===== src/design/assert_macros.svh =====
// Assertion macros used by the indexed sequence list datapath.
// Users must have clk and rst_n in scope; no other dependencies.
`ifndef ASSERT_MACROS_SVH
`define ASSERT_MACROS_SVH

// Implication checked on every rising clock edge outside reset.
`define ISL_ASSERT(lbl, prop, msg) \
  lbl: assert property (@(posedge clk) disable iff (!rst_n) prop) else $error(msg);

// Condition that must never hold outside reset.
`define ISL_ASSERT_NEVER(lbl, cond, msg) \
  lbl: assert property (@(posedge clk) disable iff (!rst_n) !(cond)) else $error(msg);

`endif


===== src/design/isl_pkg.sv =====
// Package for the indexed sequence list: opcodes, status codes, FSM states
// and the command/status structs between controller and datapath. No dependencies.
package isl_pkg;

  localparam int DEPTH_DEFAULT = 64;
  localparam int DATA_W        = 32;
  localparam int INDEX_W       = 16;
  localparam int COUNT_OUT_W   = 7;

  typedef enum logic [2:0] {
    OP_READ     = 3'd0,
    OP_ADD_HEAD = 3'd1,
    OP_ADD_TAIL = 3'd2,
    OP_ADD_AT   = 3'd3,
    OP_DELETE   = 3'd4
  } op_t;

  typedef enum logic [1:0] {
    ST_DONE  = 2'd0,
    ST_RANGE = 2'd1,
    ST_FULL  = 2'd2
  } status_t;

  // What a request turns into once decoded against the current count.
  typedef enum logic [1:0] {
    K_REJECT = 2'd0,
    K_READ   = 2'd1,
    K_INSERT = 2'd2,
    K_DELETE = 2'd3
  } kind_t;

  typedef enum logic [2:0] {
    S_IDLE,
    S_DECODE,
    S_READ,
    S_SHIFT,
    S_COMMIT,
    S_DONE
  } state_t;

  typedef struct packed {
    logic load;          // capture the input beat
    logic decide;        // latch the decoded request
    logic read_issue;    // start a memory read at the request index
    logic read_capture;  // take the memory read data as result
    logic shift_start;   // set up the entry move for insert or delete
    logic shift_step;    // advance the entry move by one entry
    logic commit;        // write the new value on an insert and update the count
    logic emit;          // load the result register
  } cmd_t;

  typedef struct packed {
    kind_t kind;         // decode of the captured request
    logic  shift_idle;   // no entry move in flight
    logic  out_free;     // result register can take a new result
  } dp_status_t;

endpackage


===== src/design/isl_ram.sv =====
// Generic single-write, single-read RAM with registered read data.
// No dependencies.
module isl_ram #(
  parameter int WIDTH = 32,
  parameter int DEPTH = 64
) (
  input  logic                     clk,
  input  logic                     we,
  input  logic [$clog2(DEPTH)-1:0] waddr,
  input  logic [WIDTH-1:0]         wdata,
  input  logic                     re,
  input  logic [$clog2(DEPTH)-1:0] raddr,
  output logic [WIDTH-1:0]         rdata
);

  logic [WIDTH-1:0] mem [DEPTH];
  logic [WIDTH-1:0] rdata_r;

  always_ff @(posedge clk) begin
    if (we) begin
      mem[waddr] <= wdata;
    end
    if (re) begin
      rdata_r <= mem[raddr];
    end
  end

  assign rdata = rdata_r;

endmodule


===== src/design/isl_ctrl.sv =====
// Controller FSM of the indexed sequence list.
// Depends on isl_pkg for states, kinds and the command/status structs.
module isl_ctrl (
  input  logic                clk,
  input  logic                rst_n,
  input  logic                in_tvalid,
  output logic                in_tready,
  input  isl_pkg::dp_status_t st,
  output isl_pkg::cmd_t       cmd
);

  isl_pkg::state_t state_r, state_nxt;

  always_ff @(posedge clk) begin
    if (!rst_n) begin
      state_r <= isl_pkg::S_IDLE;
    end else begin
      state_r <= state_nxt;
    end
  end

  always_comb begin
    state_nxt = state_r;
    cmd       = '0;
    in_tready = 1'b0;
    case (state_r)
      isl_pkg::S_IDLE: begin
        in_tready = 1'b1;
        if (in_tvalid) begin
          cmd.load  = 1'b1;
          state_nxt = isl_pkg::S_DECODE;
        end
      end
      isl_pkg::S_DECODE: begin
        cmd.decide = 1'b1;
        case (st.kind)
          isl_pkg::K_READ: begin
            cmd.read_issue = 1'b1;
            state_nxt      = isl_pkg::S_READ;
          end
          isl_pkg::K_INSERT, isl_pkg::K_DELETE: begin
            cmd.shift_start = 1'b1;
            state_nxt       = isl_pkg::S_SHIFT;
          end
          default: begin
            state_nxt = isl_pkg::S_DONE;
          end
        endcase
      end
      isl_pkg::S_READ: begin
        cmd.read_capture = 1'b1;
        state_nxt        = isl_pkg::S_DONE;
      end
      isl_pkg::S_SHIFT: begin
        cmd.shift_step = 1'b1;
        if (st.shift_idle) begin
          state_nxt = isl_pkg::S_COMMIT;
        end
      end
      isl_pkg::S_COMMIT: begin
        cmd.commit = 1'b1;
        state_nxt  = isl_pkg::S_DONE;
      end
      isl_pkg::S_DONE: begin
        if (st.out_free) begin
          cmd.emit  = 1'b1;
          state_nxt = isl_pkg::S_IDLE;
        end
      end
      default: begin
        state_nxt = isl_pkg::S_IDLE;
      end
    endcase
  end

endmodule


===== src/design/isl_datapath.sv =====
// Datapath of the indexed sequence list: request registers, count, entry
// move sequencer, entry RAM and result register. Depends on isl_pkg, isl_ram.
`include "assert_macros.svh"

module isl_datapath #(
  parameter int DEPTH = isl_pkg::DEPTH_DEFAULT
) (
  input  logic                                clk,
  input  logic                                rst_n,
  input  isl_pkg::cmd_t                       cmd,
  output isl_pkg::dp_status_t                 st,
  input  logic [2:0]                          in_op,
  input  logic signed [isl_pkg::INDEX_W-1:0]  in_index,
  input  logic signed [isl_pkg::DATA_W-1:0]   in_value,
  input  logic                                out_ready,
  output logic                                out_valid,
  output logic signed [isl_pkg::DATA_W-1:0]   out_read_value,
  output logic [1:0]                          out_status,
  output logic [isl_pkg::COUNT_OUT_W-1:0]     out_entry_count
);

  localparam int AW = $clog2(DEPTH);
  localparam int CW = $clog2(DEPTH + 1);

  // Captured request.
  logic [2:0]                   op_r;
  logic [isl_pkg::INDEX_W-1:0]  idx_r;
  logic [isl_pkg::DATA_W-1:0]   value_r;

  // Decision latched before the count moves.
  logic                         is_ins_r;
  logic [CW-1:0]                pos_r;
  isl_pkg::status_t             code_r;
  logic [isl_pkg::DATA_W-1:0]   res_rd_r;

  logic [CW-1:0]                count_r;

  // Entry move sequencer.
  logic [CW-1:0]                ptr_r;
  logic                         run_r;
  logic                         pend_r;
  logic [AW-1:0]                pend_addr_r;

  // Result register.
  logic                         out_valid_r;
  logic [isl_pkg::DATA_W-1:0]   out_rd_r;
  isl_pkg::status_t             out_code_r;
  logic [CW-1:0]                out_cnt_r;

  // Decode.
  logic                         neg;
  logic [31:0]                  idx_mag;
  logic [31:0]                  cnt32;
  logic                         in_range;
  logic                         full;
  isl_pkg::kind_t               kind_c;
  isl_pkg::status_t             code_c;
  logic [isl_pkg::DATA_W-1:0]   rd_c;
  logic [CW-1:0]                pos_c;

  // RAM ports.
  logic                         ram_we;
  logic [AW-1:0]                ram_waddr;
  logic [isl_pkg::DATA_W-1:0]   ram_wdata;
  logic                         ram_re;
  logic [AW-1:0]                ram_raddr;
  logic [isl_pkg::DATA_W-1:0]   ram_rdata;

  logic                         last_move;
  logic [CW-1:0]                move_dst;
  logic [31:0]                  out_cnt_ext;

  always_comb begin
    neg      = idx_r[isl_pkg::INDEX_W-1];
    idx_mag  = 32'(idx_r[isl_pkg::INDEX_W-2:0]);
    cnt32    = 32'(count_r);
    in_range = !neg && (idx_mag < cnt32);
    full     = (cnt32 == 32'(DEPTH));
    kind_c   = isl_pkg::K_REJECT;
    code_c   = isl_pkg::ST_RANGE;
    rd_c     = '0;
    pos_c    = idx_mag[CW-1:0];
    case (op_r)
      isl_pkg::OP_READ: begin
        if (in_range) begin
          kind_c = isl_pkg::K_READ;
          code_c = isl_pkg::ST_DONE;
        end else begin
          rd_c = '1;
        end
      end
      isl_pkg::OP_ADD_HEAD: begin
        pos_c = '0;
        if (full) begin
          code_c = isl_pkg::ST_FULL;
        end else begin
          kind_c = isl_pkg::K_INSERT;
          code_c = isl_pkg::ST_DONE;
        end
      end
      isl_pkg::OP_ADD_TAIL: begin
        pos_c = count_r;
        if (full) begin
          code_c = isl_pkg::ST_FULL;
        end else begin
          kind_c = isl_pkg::K_INSERT;
          code_c = isl_pkg::ST_DONE;
        end
      end
      isl_pkg::OP_ADD_AT: begin
        // A negative index inserts at the head; the range check wins over full.
        if (neg) begin
          pos_c = '0;
        end
        if (!neg && (idx_mag > cnt32)) begin
          code_c = isl_pkg::ST_RANGE;
        end else if (full) begin
          code_c = isl_pkg::ST_FULL;
        end else begin
          kind_c = isl_pkg::K_INSERT;
          code_c = isl_pkg::ST_DONE;
        end
      end
      isl_pkg::OP_DELETE: begin
        if (in_range) begin
          kind_c = isl_pkg::K_DELETE;
          code_c = isl_pkg::ST_DONE;
        end
      end
      default: begin
        code_c = isl_pkg::ST_RANGE;
      end
    endcase
  end

  // An insert reads from the top down and writes one place higher; a delete
  // reads from the gap upward and writes one place lower.
  always_comb begin
    if (is_ins_r) begin
      last_move = (ptr_r == pos_r);
      move_dst  = ptr_r + CW'(1);
    end else begin
      last_move = (ptr_r == count_r - CW'(1));
      move_dst  = ptr_r - CW'(1);
    end
  end

  always_comb begin
    ram_re    = 1'b0;
    ram_raddr = ptr_r[AW-1:0];
    if (cmd.read_issue) begin
      ram_re    = 1'b1;
      ram_raddr = pos_c[AW-1:0];
    end else if (cmd.shift_step && run_r) begin
      ram_re = 1'b1;
    end
    ram_we    = 1'b0;
    ram_waddr = pend_addr_r;
    ram_wdata = ram_rdata;
    if (cmd.commit && is_ins_r) begin
      ram_we    = 1'b1;
      ram_waddr = pos_r[AW-1:0];
      ram_wdata = value_r;
    end else if (cmd.shift_step && pend_r) begin
      ram_we = 1'b1;
    end
  end

  isl_ram #(
    .WIDTH (isl_pkg::DATA_W),
    .DEPTH (DEPTH)
  ) u_ram (
    .clk   (clk),
    .we    (ram_we),
    .waddr (ram_waddr),
    .wdata (ram_wdata),
    .re    (ram_re),
    .raddr (ram_raddr),
    .rdata (ram_rdata)
  );

  // Payload registers.
  always_ff @(posedge clk) begin
    if (cmd.load) begin
      op_r    <= in_op;
      idx_r   <= in_index;
      value_r <= in_value;
    end
    if (cmd.decide) begin
      is_ins_r <= (kind_c == isl_pkg::K_INSERT);
      pos_r    <= pos_c;
      code_r   <= code_c;
      res_rd_r <= rd_c;
    end
    if (cmd.read_capture) begin
      res_rd_r <= ram_rdata;
    end
    if (cmd.shift_start) begin
      if (kind_c == isl_pkg::K_INSERT) begin
        ptr_r <= count_r - CW'(1);
      end else begin
        ptr_r <= pos_c + CW'(1);
      end
    end else if (cmd.shift_step && run_r) begin
      ptr_r <= is_ins_r ? ptr_r - CW'(1) : ptr_r + CW'(1);
    end
    if (cmd.shift_step && run_r) begin
      pend_addr_r <= move_dst[AW-1:0];
    end
    if (cmd.emit) begin
      out_rd_r   <= res_rd_r;
      out_code_r <= code_r;
      out_cnt_r  <= count_r;
    end
  end

  // Control registers.
  always_ff @(posedge clk) begin
    if (!rst_n) begin
      count_r     <= '0;
      run_r       <= 1'b0;
      pend_r      <= 1'b0;
      out_valid_r <= 1'b0;
    end else begin
      if (cmd.commit) begin
        count_r <= is_ins_r ? count_r + CW'(1) : count_r - CW'(1);
      end
      if (cmd.shift_start) begin
        // Nothing to move when inserting at the tail or deleting the last entry.
        if (kind_c == isl_pkg::K_INSERT) begin
          run_r <= (count_r != pos_c);
        end else begin
          run_r <= (pos_c + CW'(1) != count_r);
        end
        pend_r <= 1'b0;
      end else if (cmd.shift_step) begin
        pend_r <= run_r;
        if (run_r && last_move) begin
          run_r <= 1'b0;
        end
      end
      if (cmd.emit) begin
        out_valid_r <= 1'b1;
      end else if (out_ready) begin
        out_valid_r <= 1'b0;
      end
    end
  end

  assign st.kind       = kind_c;
  assign st.shift_idle = !run_r && !pend_r;
  assign st.out_free   = !out_valid_r || out_ready;

  assign out_cnt_ext     = 32'(out_cnt_r);
  assign out_valid       = out_valid_r;
  assign out_read_value  = out_rd_r;
  assign out_status      = out_code_r;
  assign out_entry_count = out_cnt_ext[isl_pkg::COUNT_OUT_W-1:0];

  `ISL_ASSERT_NEVER(a_count_bound, count_r > CW'(DEPTH), "entry count above depth")
  `ISL_ASSERT_NEVER(a_wr_clash, cmd.commit && pend_r, "commit overlaps a pending move write")
  `ISL_ASSERT(a_ins_count, (cmd.commit && is_ins_r) |=> (count_r == $past(count_r) + CW'(1)), "insert did not grow the count")

endmodule


===== src/design/indexed_sequence_list.sv =====
// Top level of the indexed sequence list: stream ports around the controller
// and datapath. Depends on isl_pkg, isl_ctrl, isl_datapath (and isl_ram below).
//
//  channel | direction | handshake           | payload
//  --------+-----------+---------------------+--------------------------------
//  in_     | slave     | in_tvalid/in_tready | op, index, value
//  out_    | master    | out_tvalid/out_tready | read_value, status, entry_count
//
// A read goes through decode and a RAM read to its result; a rejected request goes
// from decode straight to the result. An insert or delete first moves the affected
// entries in the entry RAM, one entry per cycle (up to DEPTH-1 entries), then commits.
// Synchronous active-low reset empties the store; entry contents are not cleared.
// A new beat is accepted the cycle after a result is loaded, even while it waits on
// out_tready; the next result waits in the controller until the result register frees.
module indexed_sequence_list #(
  parameter int DEPTH = isl_pkg::DEPTH_DEFAULT
) (
  input  logic        clk,
  input  logic        rst_n,
  input  logic        in_tvalid,
  output logic        in_tready,
  input  logic [55:0] in_tdata,   // op [2:0], index [18:3], value [50:19], zeros above
  output logic        out_tvalid,
  input  logic        out_tready,
  output logic [47:0] out_tdata   // read_value [31:0], status [33:32], entry_count [40:34]
);

  isl_pkg::cmd_t       cmd;
  isl_pkg::dp_status_t st;

  logic signed [isl_pkg::DATA_W-1:0]  rd_value;
  logic [1:0]                         status;
  logic [isl_pkg::COUNT_OUT_W-1:0]    entry_count;

  isl_ctrl u_ctrl (
    .clk       (clk),
    .rst_n     (rst_n),
    .in_tvalid (in_tvalid),
    .in_tready (in_tready),
    .st        (st),
    .cmd       (cmd)
  );

  isl_datapath #(
    .DEPTH (DEPTH)
  ) u_dp (
    .clk             (clk),
    .rst_n           (rst_n),
    .cmd             (cmd),
    .st              (st),
    .in_op           (in_tdata[2:0]),
    .in_index        (in_tdata[18:3]),
    .in_value        (in_tdata[50:19]),
    .out_ready       (out_tready),
    .out_valid       (out_tvalid),
    .out_read_value  (rd_value),
    .out_status      (status),
    .out_entry_count (entry_count)
  );

  assign out_tdata = {7'b0, entry_count, status, rd_value};

endmodule


===== config.mk =====
export PLATFORM = sky130hd
export DESIGN_NAME = indexed_sequence_list
export DESIGN_NICKNAME = d
export VERILOG_FILES = /design/src/design/isl_pkg.sv /design/src/design/isl_ram.sv /design/src/design/isl_ctrl.sv /design/src/design/isl_datapath.sv /design/src/design/indexed_sequence_list.sv
export VERILOG_INCLUDE_DIRS = /design/src /design/src/design
export SDC_FILE = /design/constraint.sdc
export NUM_CORES = 2
export LEC_CHECK = 0
export ABC_AREA = 0
export BUFFER_PORTS_ARGS = -buffer_cell sky130_fd_sc_hd__buf_4
export CORE_MARGIN = 3
export CORE_UTILIZATION = 63
export CTS_CLUSTER_DIAMETER = 60
export DETAILED_ROUTE_END_ITERATION = 6
export GPL_TIMING_DRIVEN = 0
export PLACE_DENSITY = 0.8
export SLEW_MARGIN = 30
export SYNTH_ARGS = -nofsm -noshare
export SYNTH_HDL_FRONTEND = slang
export SYNTH_HIERARCHICAL = 1
export SYNTH_SLANG_ARGS = --single-unit

===== constraint.sdc =====
create_clock -name clk -period 10.85 [get_ports clk]
set_clock_uncertainty 0.15 [all_clocks]
set_input_delay 1.085 -clock clk [delete_from_list [all_inputs] [get_ports clk]]
set_output_delay 1.085 -clock clk [all_outputs]
set_load 0.02 [all_outputs]

**After elaboration in Yosys (flattened, before gate mapping)**

Memory sizes are Yosys's and may differ from the RTL's. A register that Yosys moved wholly into a read port is not among the register bits.
Cells that the tools add are included.

- $add $sub $neg: 5
- Order comparisons: 2
- Eq/ne operators: 20
- Multiplexer cells: 54
- Bitwise gates (word level): 1
- Reduce and logical (&&, ||, !) cells: 26

Operators by type and width:

| operator | count |
|---|---|
| 32-bit 2-to-1 mux | 5 |
| 7-bit 2-to-1 mux | 6 |
| 1-bit 2-to-1 mux | 26 |
| 7-bit by 1-bit adder with 7-bit output, second input constant | 3 |
| 7-bit case mux with 3 select lines | 1 |
| 6-bit 2-to-1 mux | 3 |
| 15-bit by 7-bit greater-than comparator with 1-bit output | 1 |
| 15-bit by 7-bit < comparator with 1-bit output | 1 |
| 3-bit case mux with 5 select lines | 1 |
| 7-bit equality test | 2 |
| 7-bit inequality test | 2 |
| 7-bit by 1-bit subtractor with 7-bit output, second input constant | 2 |
| 3-bit by 2-bit equality test with 1-bit output, second input constant | 4 |
| 2-bit 2-to-1 mux | 6 |
| 2-bit nonzero test | 5 |
| 2-bit OR reduction | 5 |
| 3-bit equality test, second input constant | 3 |
| 3-bit 2-to-1 mux | 3 |
| 2-bit case mux with 4 select lines | 1 |
| 7-bit equality test, second input constant | 1 |
| 1-bit logical AND | 7 |
| 3-bit by 1-bit equality test with 1-bit output, second input constant | 2 |
| 3-bit logical NOT | 2 |
| 2-bit inequality test, second input constant | 3 |
| 9 further kinds | 13 |

- Register bits after elaboration: 160
- Bits in writable memories: 2048
- Input port bits: 60
- Logic and storage cells: 126
- Memories: 1

Memories:

| memory | words | width | read ports | clocked after memory_dff | write ports | line | source |
|---|---|---|---|---|---|---|---|
| u_dp.u_ram.mem | 64 | 32 | 1 | 1 | 1 | isl_ram.sv:16 | `logic [WIDTH-1:0] mem [DEPTH];` |

**Depth between registers and ports, before layout**

- Depth after elaboration: 10
- Mapped depth: 25

**Hierarchy**

Netlist, hierarchy kept.

By module, submodules not included:

| module | instances | cells an instance | area an instance (um^2) |
|---|---|---|---|
| isl_ram | 1 | 3324 | 78835.6 |
| isl_datapath | 1 | 564 | 7292.0 |
| isl_ctrl | 1 | 34 | 269.0 |
| indexed_sequence_list | 1 | 8 | 56.3 |

**Worst setup path after synthesis**

No wires, ideal clock.

- Kind: register to register
- Start: register u_dp.is_ins_r
- End: memory u_dp.u_ram.mem[48][0] (enable)
- Setup time: 0.461 ns
- Arrival time: 4.538 ns
- Data required time: 10.239 ns
- Path slack: 5.701 ns
- Cell stages (with the launch flop): 10
- Period minus slack after synthesis: 5.149 ns
- Path through: edfxtp_1 clkbuf_1 nand2_1 clkbuf_1 clkbuf_1 mux2_2 clkbuf_1 nor2b_1 nand4b_1 nor3_1

- Elaborated cells on any way between the ends: 5
- Classes of those cells: mux: 4; reduce/logical: 1

RTL lines:

| what | line | source |
|---|---|---|
| start: declaration | isl_datapath.sv:31 | `logic is_ins_r;` |
| start signal: assignment | isl_datapath.sv:190 | `is_ins_r <= (kind_c == isl_pkg::K_INSERT);` |
| 1-bit logical AND | isl_datapath.sv:160 | `if (cmd.commit && is_ins_r) begin` |
| 6-bit 2-to-1 mux | isl_datapath.sv:160 |  |
| named net u_dp.ram_waddr[3] | isl_datapath.sv:63 | `logic [AW-1:0] ram_waddr;` |
| end: declaration | isl_ram.sv:16 |  |

The timed path passes the listed nets, and every way through them passes these cells.

==> implementation parameters <==
Parameter                              Value

Outcome
  Status ... finished with violations
  Failing checks ... design-rule violations

Yosys
  Primary FF master, synth ... sky130_fd_sc_hd__edfxtp_1
  Sequential cell area fraction in the yosys report ... 0.777
  Library cells used by synthesis ... 83
  Multiplexer fraction of the synthesized cell area ... 0.158
  Yosys warning count ... 6
  Area share of xor/xnor cells in the synthesized design ... 0.00405
  Flop and latch count out of synthesis ... 2240
  Cell count after synthesis ... 3930
  Netlist Area Pre-Place ... 0.0865 sq mm
  Number of enable-type register cells in the synthesized netlist ... 2227
  Dominant cells by area after synthesis ... sky130_fd_sc_hd__edfxtp_1, sky130_fd_sc_hd__mux4_2, sky130_fd_sc_hd__mux2i_1, sky130_fd_sc_hd__nor2_1, sky130_fd_sc_hd__o22ai_1
  Dominant cell type by area after synthesis ... sky130_fd_sc_hd__edfxtp_1
  Mean Syn Cell Area ... 22.0 sq um
  Simple-gate share of the synthesized area ... 0.0231
  Area fraction in compound gates after synthesis ... 0.0219
  Fraction of post-synthesis cell area in the top cell type by area ... 0.774
  Combinational family with the most area after synthesis ... multiplexers
  Post-synth ARST share ... 0
  Synthesized-area fraction occupied by adder cells ... 0.00174

Global route
  Global Route met3 Usage ... 0.217
  Largest net degree at the start of global routing ... 65
  Most crowded layer after global routing ... met2
  Overflow after GRT ... 0
  Met2 GRT Util ... 0.647
  Antenna violations before repair ... 28
  Overall routing resource usage ... 0.451
  Met1 track utilization from global routing ... 0.519
  Global-route wire length before repair ... 424000 microns
  Number of global-route vias before repair ... 50817

STA
  Final hold slack ... 0.270 ns
  Final total negative setup slack ... 0 ns
  Worst relative slew slack ... 0.147
  Final critical-path share of the clock period ... 0.817
  Unrepaired setup endpoints after global routing ... false
  Slew at the pin closest to its max-slew limit ... 1.28 ns
  Max Fclk ... 113 MHz
  Post-layout minimum cycle time ... 8.87 ns
  Number of pins with negative max-slew slack in the final report ... 0
  Final setup violation count ... 0
  Final number of hold-violating endpoints ... 0

Clocking
  Post-CTS clock slew at the launch and capture registers of the worst setup and hold paths ... 0.07 ns
  Number of instances resized during post-cts repair ... 0
  Hold buffer count at cts ... 0
  Number of buffers created by CTS ... 205
  Clock Sinks ... 2240
  Setup Buffers After CTS ... 0
  Clock Latency Late Sink ... 0.84 ns
  Number of levels the H-tree was split into ... 4
  Clock root cell ... sky130_fd_sc_hd__clkbuf_16
  Maximum clock insertion buffer count ... 3
  TritonCTS clock tree ... built

Finish
  Proportion of layout cells with a drive suffix above 1 ... 0.305
  Final Cell Area ... 0.101 sq mm
  Most used cells in the layout excluding fill and tap cells ... sky130_fd_sc_hd__edfxtp_1, sky130_fd_sc_hd__mux4_2, sky130_fd_sc_hd__clkbuf_16
  Layout overhead on the synthesized area ... 16.8%
  Most common cell after layout, fill and taps aside ... sky130_fd_sc_hd__edfxtp_1
  Count of fill cells added during filler insertion ... 6549
  Total number of nets in the final design ... 4468

Floorplanning
  Die width ... 376 microns
  Starting Density ... 0.637
  Core region area ... 0.136 sq mm
  Number of top-level design ports ... 110
  Full die area ... 0.142 sq mm
  Cell Rows ... 135
  Vert. Die Dim ... 376 microns

Power and ir drop
  Maximum vdd drop ... 204 uV
  Switching Fraction ... 0.245
  Net switching power ... 4.74 mW
  Part of the total power dissipated in the clock network ... 0.398
  Total power draw ... 19.3 mW
  Cell area power density ... 191 mW/mm^2
  Reported leakage power ... 32.5 nW
  Proportion of power drawn by flip-flops and latches ... 0.502
  Combinational cell fraction of total power ... 0.100
  Internal power ... 14.6 mW

Placement
  Routability congestion estimate ... 0.926
  PortBufs ... 97
  Total placed instance area ... 0.0938 sq mm
  DP Wirelength ... 180000 microns

Worst hold path
  Worst Min Path Start ... in_tdata[45]
  Hold-critical path depth ... 1
  Path class of the lowest-slack min-delay path ... in2reg
  End of the worst hold path ... u_dp/value_r[26]$_DFFE_PP_

Critical path
  Element type at the critical path end ... flop
  Critical Setup Path Class ... reg2reg
  Worst Path Max Fanout ... 10
  R2R setup slack ... 1.98 ns
  Arrival time at the worst endpoint ... 9.27 ns
  Register-to-Register Path Depth ... 24
  Critical register-to-register path endpoint ... u_dp/u_ram/rdata[22]$_DFFE_PP_
  Reg2Reg Launch Point ... u_dp/count_r[2]$_SDFFE_PN0P_
  Required @ worst endpoint ... 11.26 ns
  Worst setup SP type ... flop
  Critical Path Start ... u_dp/count_r[2]$_SDFFE_PN0P_

Route
  Detailed-route wire length per cell ... 49.3 microns
  Final wirelength ... 314000 microns
  Number of vias in the routed layout ... 52140
  First-pass detailed-route iteration total ... 7
  DRC errors left ... 48
  Detailed-route vias per instance ... 8.19
  Routed Antenna Nets ... 0
  Detailed Route Iter0 Violations ... 11887

Run
  # Max-Cap Violations ... 0
## through the flow
step	setup WS [ns]	cells	utilization
after CTS	2.97	6347	0.742
after global routing	2.18	6352	0.743
after floorplan	5.70	3936	-
final	1.98	6368	0.743
after detailed placement	3.15	5967	0.690
after global placement	1.39	5814	0.659
## sequential cells by signal, indices dropped and copies added (netlist names), 2 cells and up
signal	cells
u_dp/out_status	2
u_dp/res_rd_r	32
u_dp/out_read_value	32
u_dp/pos_r	7
u_dp/ptr_r	7
u_dp/u_ram/rdata	32
u_dp/idx_r	16
u_dp/value_r	32
u_dp/op_r	3
u_dp/pend_addr_r	6
u_dp/out_entry_count	7
u_dp/count_r	7
u_dp/u_ram/mem	2048
u_dp/code_r	2
u_ctrl/state_r	3
## cells by family after synthesis
group,after synthesis
compound gates,284
other cells,1
flops,2240
mux,683
fa+ha+maj,12
simple gates,419
xor+xnor,40
buf+inv,251
## per-layer routing
layer | vias up | part of all wire
li1 | 17439 | -
met1 | 25482 | 0.27
met2 | 7068 | 0.43
met3 | 2135 | 0.18
met4 | 16 | 0.11
met5 | - | 0.0011
## worst max path at each step
stage	end	slack, ns	cells after the start
global placement	u_dp/u_ram/mem[48][14]$_DFFE_PP_	1.39	9
global route	u_dp/u_ram/rdata[22]$_DFFE_PP_	2.18	24
floorplan	u_dp/u_ram/mem[48][0]$_DFFE_PP_	5.70	9
CTS	u_dp/u_ram/rdata[22]$_DFFE_PP_	2.97	24
detailed placement	u_dp/u_ram/rdata[22]$_DFFE_PP_	3.15	24
finish	u_dp/u_ram/rdata[22]$_DFFE_PP_	1.98	24
## power by group through the flow
stage	logic (mW)	clock network (mW)	registers, mW
final	1.92	7.70	9.70
after detailed placement	1.70	0	9.88
after global routing	1.91	7.96	9.70
after CTS	1.78	7.67	9.70
after floorplan	0.999	0	9.86
after global placement	1.60	0	9.88
## cells in the mapped netlist (3+ instances only)
library cell / count
sky130_fd_sc_hd__nor2_1: 160
sky130_fd_sc_hd__a31oi_1: 3
sky130_fd_sc_hd__a41o_1: 5
sky130_fd_sc_hd__or3b_2: 4
sky130_fd_sc_hd__nand2_1: 120
sky130_fd_sc_hd__clkbuf_1: 96
sky130_fd_sc_hd__a22oi_1: 13
sky130_fd_sc_hd__dfxtp_1: 13
sky130_fd_sc_hd__and3_1: 10
sky130_fd_sc_hd__a311oi_1: 8
sky130_fd_sc_hd__edfxtp_1: 2227
sky130_fd_sc_hd__inv_1: 23
sky130_fd_sc_hd__or3_1: 6
sky130_fd_sc_hd__mux4_2: 544
sky130_fd_sc_hd__buf_4: 36
sky130_fd_sc_hd__mux2_2: 40
sky130_fd_sc_hd__a22o_1: 3
sky130_fd_sc_hd__o221ai_1: 27
sky130_fd_sc_hd__buf_1: 23
sky130_fd_sc_hd__ha_1: 12
sky130_fd_sc_hd__a21o_1: 3
sky130_fd_sc_hd__nor3_1: 14
sky130_fd_sc_hd__o21ai_0: 17
sky130_fd_sc_hd__nor4_1: 4
sky130_fd_sc_hd__or3b_1: 3
sky130_fd_sc_hd__and2_1: 12
sky130_fd_sc_hd__nand2b_1: 15
sky130_fd_sc_hd__a211oi_1: 3
sky130_fd_sc_hd__a21boi_0: 3
sky130_fd_sc_hd__buf_6: 10
sky130_fd_sc_hd__nor2b_1: 19
sky130_fd_sc_hd__nand4_1: 6
sky130_fd_sc_hd__o32ai_1: 7
sky130_fd_sc_hd__buf_2: 60
sky130_fd_sc_hd__xor2_1: 11
sky130_fd_sc_hd__o22ai_1: 85
sky130_fd_sc_hd__mux2i_1: 99
sky130_fd_sc_hd__nand3b_1: 7
sky130_fd_sc_hd__xnor2_1: 29
sky130_fd_sc_hd__nor3b_1: 4
sky130_fd_sc_hd__nand3_1: 11
sky130_fd_sc_hd__a21oi_1: 84
## worst max-delay path, cell delays in order, from the launching register on
cell and delay [ns]:
sky130_fd_sc_hd__dfxtp_1 0.46, sky130_fd_sc_hd__buf_1 0.44, sky130_fd_sc_hd__inv_1 0.11, sky130_fd_sc_hd__ha_1 0.34
sky130_fd_sc_hd__nand3b_1 0.11, sky130_fd_sc_hd__a21boi_0 0.24, sky130_fd_sc_hd__o2111ai_1 0.16, sky130_fd_sc_hd__nand2_1 0.11
sky130_fd_sc_hd__buf_2 0.22, sky130_fd_sc_hd__buf_4 0.21, sky130_fd_sc_hd__nand2_1 0.09, sky130_fd_sc_hd__nand2b_1 0.17
sky130_fd_sc_hd__nor2_1 0.36, sky130_fd_sc_hd__clkbuf_1 0.47, sky130_fd_sc_hd__nor2_1 0.11, sky130_fd_sc_hd__a21oi_1 0.14
sky130_fd_sc_hd__buf_2 0.49, sky130_fd_sc_hd__buf_2 0.53, sky130_fd_sc_hd__buf_2 0.48, sky130_fd_sc_hd__buf_1 0.82
sky130_fd_sc_hd__nand3b_1 0.73, sky130_fd_sc_hd__o221ai_1 0.52, sky130_fd_sc_hd__a21oi_1 0.25, sky130_fd_sc_hd__a21oi_1 0.74
sky130_fd_sc_hd__nor2_1 0.12
## layout make-up
cell class	instances	area (sq um)	share of cell area
clock inverters	139	1640	0.0162
repair buffers	253	4470	0.0443
flip-flops and latches	2240	67100	0.665
clock buffers	241	5320	0.0527
diodes	18	45.0	0.000446
well taps	1781	2230	0.0221
multi-input cells	1445	18800	0.186
inverters	26	97.6	0.000967
plain buffers	225	1180	0.0117
Power figures use the tool's default switching activity.
